--- config.mk ---
export PLATFORM = sky130hd
export DESIGN_NAME = key_value_table_top_flat
export DESIGN_NICKNAME = d
export VERILOG_FILES = /design/src/rtl/core/kvt_pkg.sv /design/src/rtl/core/kvt_req_if.sv /design/src/rtl/core/kvt_rsp_if.sv /design/src/rtl/core/kvt_ctrl.sv /design/src/rtl/core/kvt_datapath.sv /design/src/rtl/core/key_value_table_top.sv /design/src/flat_wrapper.sv
export VERILOG_INCLUDE_DIRS = /design/src /design/src/rtl/core
export SDC_FILE = /design/constraint.sdc
export NUM_CORES = 2
export LEC_CHECK = 0
export BUFFER_PORTS_ARGS = -buffer_cell sky130_fd_sc_hd__clkbuf_2
export CAP_MARGIN = 10
export CELL_PAD_IN_SITES_DETAIL_PLACEMENT = 0
export CELL_PAD_IN_SITES_GLOBAL_PLACEMENT = 1
export CORE_ASPECT_RATIO = 1.75
export CORE_MARGIN = 4
export CORE_UTILIZATION = 30
export DETAILED_ROUTE_END_ITERATION = 8
export GPL_ROUTABILITY_DRIVEN = 1
export HOLD_SLACK_MARGIN = 0.05
export PLACE_DENSITY = 0.5
export SLEW_MARGIN = 20
export SYNTH_ARGS = -nofsm -noshare
export SYNTH_HDL_FRONTEND = slang
export SYNTH_HIERARCHICAL = 1
export SYNTH_SLANG_ARGS = --single-unit
--- constraint.sdc ---
create_clock -name clk -period 5.7 [get_ports clk]
set_input_delay 0.855 -clock clk [delete_from_list [all_inputs] [get_ports clk]]
set_output_delay 0.855 -clock clk [all_outputs]
set_load 0.05 [all_outputs]
--- src/rtl/core/key_value_table_top_defines.svh ---
// Assertion macros for the key/value table. Define ASSERT_OFF to drop them.
`ifndef KEY_VALUE_TABLE_TOP_DEFINES_SVH
`define KEY_VALUE_TABLE_TOP_DEFINES_SVH

`ifndef ASSERT_OFF
`define KVT_ASSERT(label, clk, rst, prop) \
  label: assert property (@(posedge clk) disable iff (rst) prop) \
    else $error("key_value_table: check failed");
`define KVT_ASSERT_NEXT(label, clk, rst, ante, cons) \
  label: assert property (@(posedge clk) disable iff (rst) (ante) |=> (cons)) \
    else $error("key_value_table: sequence check failed");
`else
`define KVT_ASSERT(label, clk, rst, prop)
`define KVT_ASSERT_NEXT(label, clk, rst, ante, cons)
`endif

`endif

--- src/rtl/core/kvt_pkg.sv ---
package kvt_pkg;

  localparam int MODE_W   = 2;
  localparam int KEY_W    = 16;
  localparam int DATA_W   = 32;
  localparam int STATUS_W = 2;
  localparam int COUNT_W  = 7;

  localparam int ENTRIES_DEF   = 64;
  localparam int KEY_BITS_DEF  = 16;
  localparam int DATA_BITS_DEF = 32;

  localparam logic [MODE_W-1:0] MODE_INSERT = 2'd0;
  localparam logic [MODE_W-1:0] MODE_DELETE = 2'd1;
  localparam logic [MODE_W-1:0] MODE_GET    = 2'd2;

  localparam logic [STATUS_W-1:0] ST_MISS = 2'd0;
  localparam logic [STATUS_W-1:0] ST_DONE = 2'd1;
  localparam logic [STATUS_W-1:0] ST_FULL = 2'd2;

  typedef struct packed {
    logic clear_step;
    logic accept;
    logic scan_step;
    logic act;
    logic load_rsp;
  } ctrl_cmd_t;

  typedef struct packed {
    logic idx_last;
    logic rsp_busy;
  } dp_sts_t;

endpackage

--- src/rtl/core/kvt_req_if.sv ---
interface kvt_req_if;
  logic                         valid;
  logic                         ready;
  logic [kvt_pkg::MODE_W-1:0]   mode;
  logic [kvt_pkg::KEY_W-1:0]    lookup_key;
  logic [kvt_pkg::DATA_W-1:0]   entry_data;

  modport source (output valid, mode, lookup_key, entry_data, input ready);
  modport sink   (input valid, mode, lookup_key, entry_data, output ready);
endinterface

--- src/rtl/core/kvt_rsp_if.sv ---
interface kvt_rsp_if;
  logic                           valid;
  logic                           ready;
  logic [kvt_pkg::STATUS_W-1:0]   status;
  logic [kvt_pkg::DATA_W-1:0]     found_data;
  logic [kvt_pkg::COUNT_W-1:0]    entry_count;

  modport source (output valid, status, found_data, entry_count, input ready);
  modport sink   (input valid, status, found_data, entry_count, output ready);
endinterface

--- src/rtl/core/kvt_ctrl.sv ---
module kvt_ctrl (
  input  logic                clk,
  input  logic                rst,
  input  logic                req_valid,
  output logic                req_ready,
  input  kvt_pkg::dp_sts_t    sts,
  output kvt_pkg::ctrl_cmd_t  cmd
);

  typedef enum logic [2:0] {
    S_CLEAR,
    S_IDLE,
    S_SCAN,
    S_DRAIN,
    S_ACT,
    S_RESULT
  } state_t;

  state_t state;

  always_ff @(posedge clk) begin
    if (rst) begin
      state     <= S_CLEAR;
      req_ready <= 1'b0;
    end else begin
      unique case (state)
        S_CLEAR: begin
          if (sts.idx_last) begin
            state     <= S_IDLE;
            req_ready <= 1'b1;
          end
        end
        S_IDLE: begin
          if (req_valid) begin
            state     <= S_SCAN;
            req_ready <= 1'b0;
          end
        end
        S_SCAN: begin
          if (sts.idx_last) begin
            state <= S_DRAIN;
          end
        end
        // last compare lands here
        S_DRAIN: begin
          state <= S_ACT;
        end
        S_ACT: begin
          state <= S_RESULT;
        end
        S_RESULT: begin
          if (!sts.rsp_busy) begin
            state     <= S_IDLE;
            req_ready <= 1'b1;
          end
        end
        default: begin
          state     <= S_CLEAR;
          req_ready <= 1'b0;
        end
      endcase
    end
  end

  assign cmd.clear_step = (state == S_CLEAR);
  assign cmd.accept     = req_valid && req_ready;
  assign cmd.scan_step  = (state == S_SCAN);
  assign cmd.act        = (state == S_ACT);
  assign cmd.load_rsp   = (state == S_RESULT) && !sts.rsp_busy;

endmodule

--- src/rtl/core/kvt_datapath.sv ---
module kvt_datapath #(
  parameter int ENTRIES   = kvt_pkg::ENTRIES_DEF,
  parameter int KEY_BITS  = kvt_pkg::KEY_BITS_DEF,
  parameter int DATA_BITS = kvt_pkg::DATA_BITS_DEF
) (
  input  logic                         clk,
  input  logic                         rst,
  input  kvt_pkg::ctrl_cmd_t           cmd,
  output kvt_pkg::dp_sts_t             sts,
  input  logic [kvt_pkg::MODE_W-1:0]   mode,
  input  logic [kvt_pkg::KEY_W-1:0]    lookup_key,
  input  logic [kvt_pkg::DATA_W-1:0]   entry_data,
  kvt_rsp_if.source                    rsp
);

  localparam int IDX_W      = (ENTRIES > 1) ? $clog2(ENTRIES) : 1;
  localparam int CNT_W      = $clog2(ENTRIES + 1);
  localparam int OUT_DATA_W = kvt_pkg::DATA_W;
  localparam int OUT_CNT_W  = kvt_pkg::COUNT_W;
  localparam logic [IDX_W-1:0] IDX_LAST = IDX_W'(ENTRIES - 1);

  // storage
  logic                 valid_mem [ENTRIES];
  logic [KEY_BITS-1:0]  key_mem   [ENTRIES];
  logic [DATA_BITS-1:0] data_mem  [ENTRIES];

  // captured request
  logic [kvt_pkg::MODE_W-1:0] mode_q;
  logic [KEY_BITS-1:0]        key_q;
  logic [DATA_BITS-1:0]       data_q;

  logic [IDX_W-1:0]     idx;
  logic                 cmp_vld;
  logic [IDX_W-1:0]     cmp_idx;
  logic                 valid_rd;
  logic [KEY_BITS-1:0]  key_rd;
  logic [DATA_BITS-1:0] data_rd;

  logic                 hit_found;
  logic [IDX_W-1:0]     hit_idx;
  logic                 free_found;
  logic [IDX_W-1:0]     free_idx;
  logic [CNT_W-1:0]     count;

  logic                 ins_we;
  logic                 del_we;
  logic                 get_rd;
  logic                 vm_we;
  logic [IDX_W-1:0]     vm_addr;
  logic [kvt_pkg::STATUS_W-1:0] status_next;
  logic [OUT_DATA_W-1:0]        found_next;

  assign ins_we = cmd.act && (mode_q == kvt_pkg::MODE_INSERT) && !hit_found && free_found;
  assign del_we = cmd.act && (mode_q == kvt_pkg::MODE_DELETE) && hit_found;
  assign get_rd = cmd.act && (mode_q == kvt_pkg::MODE_GET) && hit_found;

  assign vm_we   = cmd.clear_step || ins_we || del_we;
  assign vm_addr = cmd.clear_step ? idx : (ins_we ? free_idx : hit_idx);

  always_ff @(posedge clk) begin
    if (cmd.accept) begin
      mode_q <= mode;
      key_q  <= KEY_BITS'(lookup_key);
      data_q <= DATA_BITS'(entry_data);
    end
  end

  // slot counter, shared by the clearing pass and the scan
  always_ff @(posedge clk) begin
    if (rst) begin
      idx <= '0;
    end else if (cmd.accept) begin
      idx <= '0;
    end else if (cmd.clear_step || cmd.scan_step) begin
      idx <= (idx == IDX_LAST) ? '0 : idx + IDX_W'(1);
    end
  end

  always_ff @(posedge clk) begin
    if (vm_we) begin
      valid_mem[vm_addr] <= ins_we;
    end
    if (cmd.scan_step) begin
      valid_rd <= valid_mem[idx];
    end
  end

  always_ff @(posedge clk) begin
    if (ins_we) begin
      key_mem[free_idx] <= key_q;
    end
    if (cmd.scan_step) begin
      key_rd <= key_mem[idx];
    end
  end

  always_ff @(posedge clk) begin
    if (ins_we) begin
      data_mem[free_idx] <= data_q;
    end
    if (get_rd) begin
      data_rd <= data_mem[hit_idx];
    end
  end

  always_ff @(posedge clk) begin
    cmp_idx <= idx;
    if (rst) begin
      cmp_vld <= 1'b0;
    end else begin
      cmp_vld <= cmd.scan_step;
    end
  end

  // first matching slot and first free slot, one slot a cycle
  always_ff @(posedge clk) begin
    if (rst || cmd.accept) begin
      hit_found  <= 1'b0;
      free_found <= 1'b0;
    end else if (cmp_vld) begin
      if (valid_rd && (key_rd == key_q) && !hit_found) begin
        hit_found <= 1'b1;
        hit_idx   <= cmp_idx;
      end
      if (!valid_rd && !free_found) begin
        free_found <= 1'b1;
        free_idx   <= cmp_idx;
      end
    end
  end

  always_ff @(posedge clk) begin
    if (rst) begin
      count <= '0;
    end else if (ins_we) begin
      count <= count + CNT_W'(1);
    end else if (del_we) begin
      count <= count - CNT_W'(1);
    end
  end

  always_comb begin
    case (mode_q) inside
      kvt_pkg::MODE_INSERT: begin
        if (hit_found) begin
          status_next = kvt_pkg::ST_MISS;
        end else if (free_found) begin
          status_next = kvt_pkg::ST_DONE;
        end else begin
          status_next = kvt_pkg::ST_FULL;
        end
      end
      kvt_pkg::MODE_DELETE, kvt_pkg::MODE_GET: begin
        status_next = hit_found ? kvt_pkg::ST_DONE : kvt_pkg::ST_MISS;
      end
      default: begin
        status_next = kvt_pkg::ST_MISS;
      end
    endcase
  end

  assign found_next = ((mode_q == kvt_pkg::MODE_GET) && hit_found) ?
                      OUT_DATA_W'(data_rd) : '0;

  // output register
  always_ff @(posedge clk) begin
    if (rst) begin
      rsp.valid <= 1'b0;
    end else if (cmd.load_rsp) begin
      rsp.valid <= 1'b1;
    end else if (rsp.ready) begin
      rsp.valid <= 1'b0;
    end
  end

  always_ff @(posedge clk) begin
    if (cmd.load_rsp) begin
      rsp.status      <= status_next;
      rsp.found_data  <= found_next;
      rsp.entry_count <= OUT_CNT_W'(count);
    end
  end

  assign sts.idx_last = (idx == IDX_LAST);
  assign sts.rsp_busy = rsp.valid && !rsp.ready;

endmodule

--- src/rtl/core/key_value_table_top.sv ---
// Channel  Dir  Beat payload
// req      in   mode, lookup_key, entry_data
// rsp      out  status, found_data, entry_count
//
// Each request scans the slots one per cycle on the single read port of the
// key/valid memories, then passes through the last compare (S_DRAIN), the
// update or data fetch (S_ACT), the result load (S_RESULT) and the return
// to idle before the next beat; a stalled rsp holds it in S_RESULT.
// After reset the valid memory is cleared one slot a cycle, with req.ready low.
// A result waits in the output register while req takes the next beat; that
// request then holds before loading until rsp drains.
`include "key_value_table_top_defines.svh"

module key_value_table_top #(
  parameter int ENTRIES   = kvt_pkg::ENTRIES_DEF,
  parameter int KEY_BITS  = kvt_pkg::KEY_BITS_DEF,
  parameter int DATA_BITS = kvt_pkg::DATA_BITS_DEF
) (
  input  logic       clk,
  input  logic       rst,
  kvt_req_if.sink    req,
  kvt_rsp_if.source  rsp
);

  localparam int OUT_CNT_W = kvt_pkg::COUNT_W;

  kvt_pkg::ctrl_cmd_t cmd;
  kvt_pkg::dp_sts_t   sts;
  logic               full_beat;

  kvt_ctrl u_ctrl (
    .clk       (clk),
    .rst       (rst),
    .req_valid (req.valid),
    .req_ready (req.ready),
    .sts       (sts),
    .cmd       (cmd)
  );

  kvt_datapath #(
    .ENTRIES   (ENTRIES),
    .KEY_BITS  (KEY_BITS),
    .DATA_BITS (DATA_BITS)
  ) u_datapath (
    .clk        (clk),
    .rst        (rst),
    .cmd        (cmd),
    .sts        (sts),
    .mode       (req.mode),
    .lookup_key (req.lookup_key),
    .entry_data (req.entry_data),
    .rsp        (rsp)
  );

  assign full_beat = rsp.valid && (rsp.status == kvt_pkg::ST_FULL);

  `KVT_ASSERT(a_cmd_onehot, clk, rst, $onehot0(cmd))
  `KVT_ASSERT_NEXT(a_accept_starts_scan, clk, rst, cmd.accept, cmd.scan_step)
  `KVT_ASSERT_NEXT(a_load_shows_result, clk, rst, cmd.load_rsp, rsp.valid)
  `KVT_ASSERT(a_full_count, clk, rst, !full_beat || (rsp.entry_count == OUT_CNT_W'(ENTRIES)))

endmodule
--- src/flat_wrapper.sv ---
// flat-port wrapper written by rule: the top's interface ports become plain ports
module key_value_table_top_flat 
#(
  parameter int ENTRIES   = kvt_pkg::ENTRIES_DEF,
  parameter int KEY_BITS  = kvt_pkg::KEY_BITS_DEF,
  parameter int DATA_BITS = kvt_pkg::DATA_BITS_DEF
)
  (clk, rst, req_valid, req_mode, req_lookup_key, req_entry_data, req_ready, rsp_valid, rsp_status, rsp_found_data, rsp_entry_count, rsp_ready);
  kvt_req_if req_i ();
  kvt_rsp_if rsp_i ();
  input  logic clk;
  input  logic rst;
  input wire logic [$bits(req_i.valid)-1:0] req_valid;
  input wire logic [$bits(req_i.mode)-1:0] req_mode;
  input wire logic [$bits(req_i.lookup_key)-1:0] req_lookup_key;
  input wire logic [$bits(req_i.entry_data)-1:0] req_entry_data;
  output wire logic [$bits(req_i.ready)-1:0] req_ready;
  output wire logic [$bits(rsp_i.valid)-1:0] rsp_valid;
  output wire logic [$bits(rsp_i.status)-1:0] rsp_status;
  output wire logic [$bits(rsp_i.found_data)-1:0] rsp_found_data;
  output wire logic [$bits(rsp_i.entry_count)-1:0] rsp_entry_count;
  input wire logic [$bits(rsp_i.ready)-1:0] rsp_ready;
  assign req_i.valid = req_valid;
  assign req_i.mode = req_mode;
  assign req_i.lookup_key = req_lookup_key;
  assign req_i.entry_data = req_entry_data;
  assign req_ready = req_i.ready;
  assign rsp_valid = rsp_i.valid;
  assign rsp_status = rsp_i.status;
  assign rsp_found_data = rsp_i.found_data;
  assign rsp_entry_count = rsp_i.entry_count;
  assign rsp_i.ready = rsp_ready;
  key_value_table_top #(.ENTRIES(ENTRIES), .KEY_BITS(KEY_BITS), .DATA_BITS(DATA_BITS)) u_core (.clk(clk), .rst(rst), .req(req_i), .rsp(rsp_i));
endmodule
## Yosys cells after proc, flatten, opt, wreduce, memory -nomap -nowiden

Memories as Yosys holds them, arrays and structs flattened. A register that Yosys moved wholly into a read port is not among the register bits.
Cells that the tools add are included.

- Bits in registers: 130
- Bits in latches: 0
- Memory bits (writable): 3136
- Memory bits (read-only): 0
- Bits of input ports: 54
- Memories kept: 3

Memory list:

| memory | words | bits a word | rd ports | clocked after memory_dff | write ports | line | RTL |
|---|---|---|---|---|---|---|---|
| u_core.u_datapath.data_mem | 64 | 32 | 1 | 1 | 1 | kvt_datapath.sv:25 | `logic [DATA_BITS-1:0] data_mem [ENTRIES];` |
| u_core.u_datapath.key_mem | 64 | 16 | 1 | 1 | 1 | kvt_datapath.sv:24 | `logic [KEY_BITS-1:0] key_mem [ENTRIES];` |
| u_core.u_datapath.valid_mem | 64 | 1 | 1 | 1 | 1 | kvt_datapath.sv:23 | `logic valid_mem [ENTRIES];` |

- Add/subtract/negate cells: 3
- Multipliers: 0
- Divide/modulo/power cells: 0
- Magnitude comparators: 0
- Equal/unequal tests: 13
- Shifts and indexed selects: 0
- Multiplexer cells: 25
- Bitwise operators: 2
- Reduce and logical (&&, ||, !) cells: 36

Operator list:

| cell | count |
|---|---|
| 2-to-1 mux 6 bit | 3 |
| case mux 3 bit (6 select lines) | 1 |
| equality test 16 bit | 1 |
| logical AND 1 bit | 14 |
| 2-to-1 mux 7 bit | 2 |
| 2-to-1 mux 3 bit | 4 |
| 2-to-1 mux 1 bit | 11 |
| AND reduction 4 bit | 2 |
| adder 7 x 1 -> 7 bit (second input constant) | 1 |
| subtractor 7 x 1 -> 7 bit (second input constant) | 1 |
| adder 6 x 1 -> 6 bit (second input constant) | 1 |
| equality test 3 x 2 -> 1 bit (second input constant) | 2 |
| equality test 3 bit (second input constant) | 2 |
| equality test 6 bit (second input constant) | 1 |
| 2-to-1 mux 2 bit | 3 |
| AND reduction 3 bit | 2 |
| logical NOT 1 bit | 5 |
| logical OR 1 bit | 4 |
| != test 2 x 1 -> 1 bit (second input constant) | 2 |
| != test 2 bit (second input constant) | 2 |
| case mux 1 bit (4 select lines) | 1 |
| AND reduction 2 bit | 2 |
| nonzero test 2 bit | 2 |
| OR reduction 2 bit | 2 |
| other kinds (7) | 8 |

## Depth between registers and ports, before layout

- Depth after elaboration: 8
- Mapped depth: 13
- Depth with buffers taken out: 12

## By module

The synthesis kept the hierarchy.

By module, submodules not included:

| module | instances | cells an instance | area each (um2) | seq. area each (um2) |
|---|---|---|---|---|
| kvt_datapath | 1 | 5425 | 124908.5 | 99195.1 |
| kvt_ctrl | 1 | 34 | 262.8 | 80.1 |

## Worst setup path before layout

Ideal clock, no wire load.

- Path kind: flip-flop to flip-flop
- Start point: reg u_core.u_ctrl.state[1]
- End point: mem u_core/u_datapath/data_mem[31][0] in the netlist's numbering (enable)
- Setup time: 0.454 ns
- Arrival: 4.030 ns
- Required time: 5.246 ns
- Setup slack: 1.216 ns
- Stages on the path, launching flop included: 10
- Cell sequence: dfxtp_1 -> buf_2 -> nand2b_1 -> nor2_1 -> nand2_1 -> inv_1 -> buf_4 -> and2_1 -> nand3_1 -> nor2_1

RTL lines:

| element | line | RTL |
|---|---|---|
| start: declaration | kvt_ctrl.sv:19 | `state_t state;` |
| start signal: assignment | kvt_ctrl.sv:23 | `state <= S_CLEAR;` |
| start signal: assignment | kvt_ctrl.sv:29 | `state <= S_IDLE;` |
| start signal: assignment | kvt_ctrl.sv:35 | `state <= S_SCAN;` |
| end: declaration | kvt_datapath.sv:25 |  |

==> flow_metrics.py <==
metrics = {
    "routing": {
        "dr.pass1.iters": 7,
        "wl_mm": 379.8,
        "initialDrtViolationCount": 5451,
        "wl_per_cell_um": 32.64,
        "ant_nets": 0,
        "route.vias.total": 59140,
        "drcViolationCount": 0,
        "vias_per_cell": 5.083,
    },
    "synth": {
        "synth_compound_area_share_pct": 3.577,
        "synth.cell_area_um2": 125200,
        "ys_types": 56,
        "yosysSeqAreaShare_pct": 79.31,
        "syn_inst": 5459,
        "synth_top_area_share_pct": 78.88,
        "syn_area_per_cell_um2": 22.93,
        "synthAdderAreaFrac_pct": 0.1160,
        "synth_most_common_cell": "edfxtp_1",
        "synth_warnings": 6,
        "yosys-mux-area-fraction_pct": 14.21,
        "synth_commonest_cells": "3288 x edfxtp_1, 749 x mux4_2, 169 x nor2_1",
        "synth-edff-count": 3288,
        "ys_seq_elements": 3315,
        "synth_top_family_by_area": "multiplexers",
        "synth-xor-area-share_pct": 0.1679,
        "synth_nets": 5524,
        "synthTopCellsByArea": "edfxtp_1 79%, mux4_2 13%, a22oi_1 1.0%, a22o_1 0.76%, a221oi_1 0.66%",
        "synth-async-reset-ratio_pct": 0,
        "yosys.area_share.simple_pct": 1.387,
        "yosys_most_used_dff": "edfxtp_1",
        "synth_largest_area_cell": "edfxtp_1",
    },
    "timing": {
        "fin_ws_ns": 1.649,
        "slew_headroom_pct": 22.74,
        "setup_tns_ns": 0,
        "worst_pin_slew_ns": 1.159,
        "rsz0062_at_grt": "false",
        "finalCritPeriodShare_pct": 71.08,
        "finClkSkew_ns": 0.06502,
        "max_freq_mhz": 246.8,
        "setup_violations": 0,
        "hold_violations": 0,
        "final.min_clock_period_ns": 4.051,
        "slew_viol_final": 0,
    },
    "global_route": {
        "grt.total_usage_pct": 17.52,
        "antenna_found_initial": 23,
        "first_global_vias": 62400,
        "grt_first_pass_wirelength_mm": 525.0,
        "grt_max_degree": 92,
        "overflow": 0,
    },
    "power": {
        "peakVddDrop_mv": 0.2419,
        "p_leak_nw": 44.51,
        "powerDensity_nw_per_um2": 334.2,
    },
    "clock_network": {
        "clock-sinks": 3315,
        "ctsResizeCount": 0,
        "cts-root-buf": "clkbuf_16",
        "cts_setup_buffers": 0,
        "clk_latency_ns": 0.92,
        "clock_path_buffers": 4,
        "cts_tree": "done",
        "htree_levels": 5,
        "numCtsBuffers": 324,
        "clkTransAtPathRegs_ns": 0.06,
    },
    "job": {
        "maxCapViolCount": 0,
    },
    "setup_path": {
        "worstPathRequired_ns": 6.25,
        "crit_fanout": 32,
        "crit_arrival_ns": 4.61,
        "path_class": "flop to flop",
        "startpoint_type": "flop",
        "critPathCaptureType": "flop",
    },
    "cells_and_area": {
        "nets": 5945,
        "final_layout_size_suffix_gt1_share_pct": 27.77,
        "fin_util_pct": 34.92,
        "syn_to_final_growth_pct": 15.92,
    },
    "hold_path": {
        "hold_path_class": "input port to flop",
    },
    "floorplanning": {
        "num_rows": 313,
        "die_area_um2": 428000,
        "fp.dieW_um": 496.3,
        "fp.coreArea_um2": 415500,
        "num_io_pins": 97,
        "initial_core_util_pct": 30.12,
        "die_h_um": 862.5,
    },
    "placement": {
        "dpl.hpwl_mm": 238.6,
        "place_ws_ns": 1.664,
        "place.gp.congestion": 0.7825,
        "port_buffers": 96,
    },
    "status": {
        "status": "finished, final reports clean",
    },
}
## path summary, 6_finish.rpt
path         cells past startpoint                                  from                                         end  slack, ns
max                              7   u_core/u_ctrl/state[2]$_SDFFE_PP0P_  u_core/u_datapath/key_mem[26][0]$_DFFE_PP_       1.65
min                              1                     req_entry_data[4]       u_core/u_datapath/data_q[4]$_DFFE_PP_       0.13
max reg2reg                      7   u_core/u_ctrl/state[2]$_SDFFE_PP0P_  u_core/u_datapath/key_mem[26][0]$_DFFE_PP_       1.65
min reg2reg                      0  u_core/u_datapath/cmp_idx[1]$_DFF_P_      u_core/u_datapath/hit_idx[1]$_DFFE_PP_       0.43
## layout make-up
class | count | area, µm²
Antenna cell | 5 | 12.51
Clock buffer | 401 | 8566
Clock inverter | 164 | 1618
Fill cell | 38230 | 270400
Inverter | 10 | 37.54
Multi-Input combinational cell | 1824 | 25030
Sequential cell | 3315 | 99290
Tap cell | 5512 | 6897
Timing Repair Buffer | 405 | 3656
## logic make-up after synthesis
family          after synthesis
flops                      3315
compound gates              559
fa+ha+maj                    11
simple gates                390
buf+inv                     320
xor+xnor                     24
mux                         840
## report_power, final
group / switching [mW] / total (mW) / internal [mW]
sequential: 0.0322 / 26.4 / 26.4
combinational: 0.511 / 0.905 / 0.394
clock: 9.31 / 21.2 / 11.9
total: 9.86 / 48.5 / 38.6
## flip-flops by register name, indices dropped and copies added (netlist names), 6 cells and up
register,count
u_core/u_datapath/cmp_idx,6
u_core/u_datapath/count,7
u_core/u_datapath/data_mem,2048
u_core/u_datapath/data_q,32
u_core/u_datapath/data_rd,32
u_core/u_datapath/free_idx,6
u_core/u_datapath/hit_idx,6
u_core/u_datapath/idx,6
u_core/u_datapath/key_mem,1024
u_core/u_datapath/key_q,16
u_core/u_datapath/key_rd,16
u_core/u_datapath/rsp.entry_count,7
u_core/u_datapath/rsp.found_data,32
u_core/u_datapath/valid_mem,64
## per-stage QoR
stage	cell area, µm²	total power, mW	hold slack [ns]	std cells
floorplan	125200	27.48	0.3258	5459
global placement	134600	27.86	0.4098	11040
detailed placement	134700	27.86	0.4103	11050
CTS	145100	49.11	0.05031	11630
global route	145100	50.06	0.08230	11630
finish	145100	48.49	0.1349	11640
## placed cells by master (no fill, tap or decap), drive strengths merged, types with 4 or more instances in the layout
master / n
or3: 4
a22oi: 168
xor2: 17
diode: 5
clkinv: 116
and2: 7
a21oi: 10
o211ai: 9
buf: 290
nor3: 8
clkbuf: 497
bufinv: 25
a211o: 17
dlygate4sd3: 19
o21ai: 14
a221oi: 94
nor2: 169
o21a: 7
xnor2: 7
mux2i: 81
clkinvlp: 15
o221ai: 57
nand2b: 7
ha: 10
a211oi: 38
nor2b: 18
o22ai: 17
nand2: 116
nor4: 5
inv: 18
nand3: 9
and3: 33
a22o: 109
mux4: 749
edfxtp: 3288
mux2: 10
nand3b: 5
dfxtp: 27
a32o: 5
## what timing repair did
item / 4_1_cts / 5_1_grt
hold buffers: 19 / 0
endpoints found under the setup margin: 0 / 0
endpoints found under the hold margin: 19 / 0
## per-layer routing
layer  GRT usage, %  wire [µm]  share of wire [%]  up-vias
met2          33.00     209100                 55     1577
met4          5.584      13240                3.5        4
li1               -          -                  -    24270
met1          20.61     142500                 38    32830
met5              0         21             0.0055        -
met3          1.998      14960                3.9      462
## critical path: stages (launching register included)
cell	delay, ns
dfxtp_1	0.49
nand2b_1	0.18
nor2_1	0.31
nand2_1	0.43
nor2_1	0.40
nand2_1	0.62
nor2_4	0.83
buf_12	0.37
Note: power is estimated with default switching activity, not from simulation.
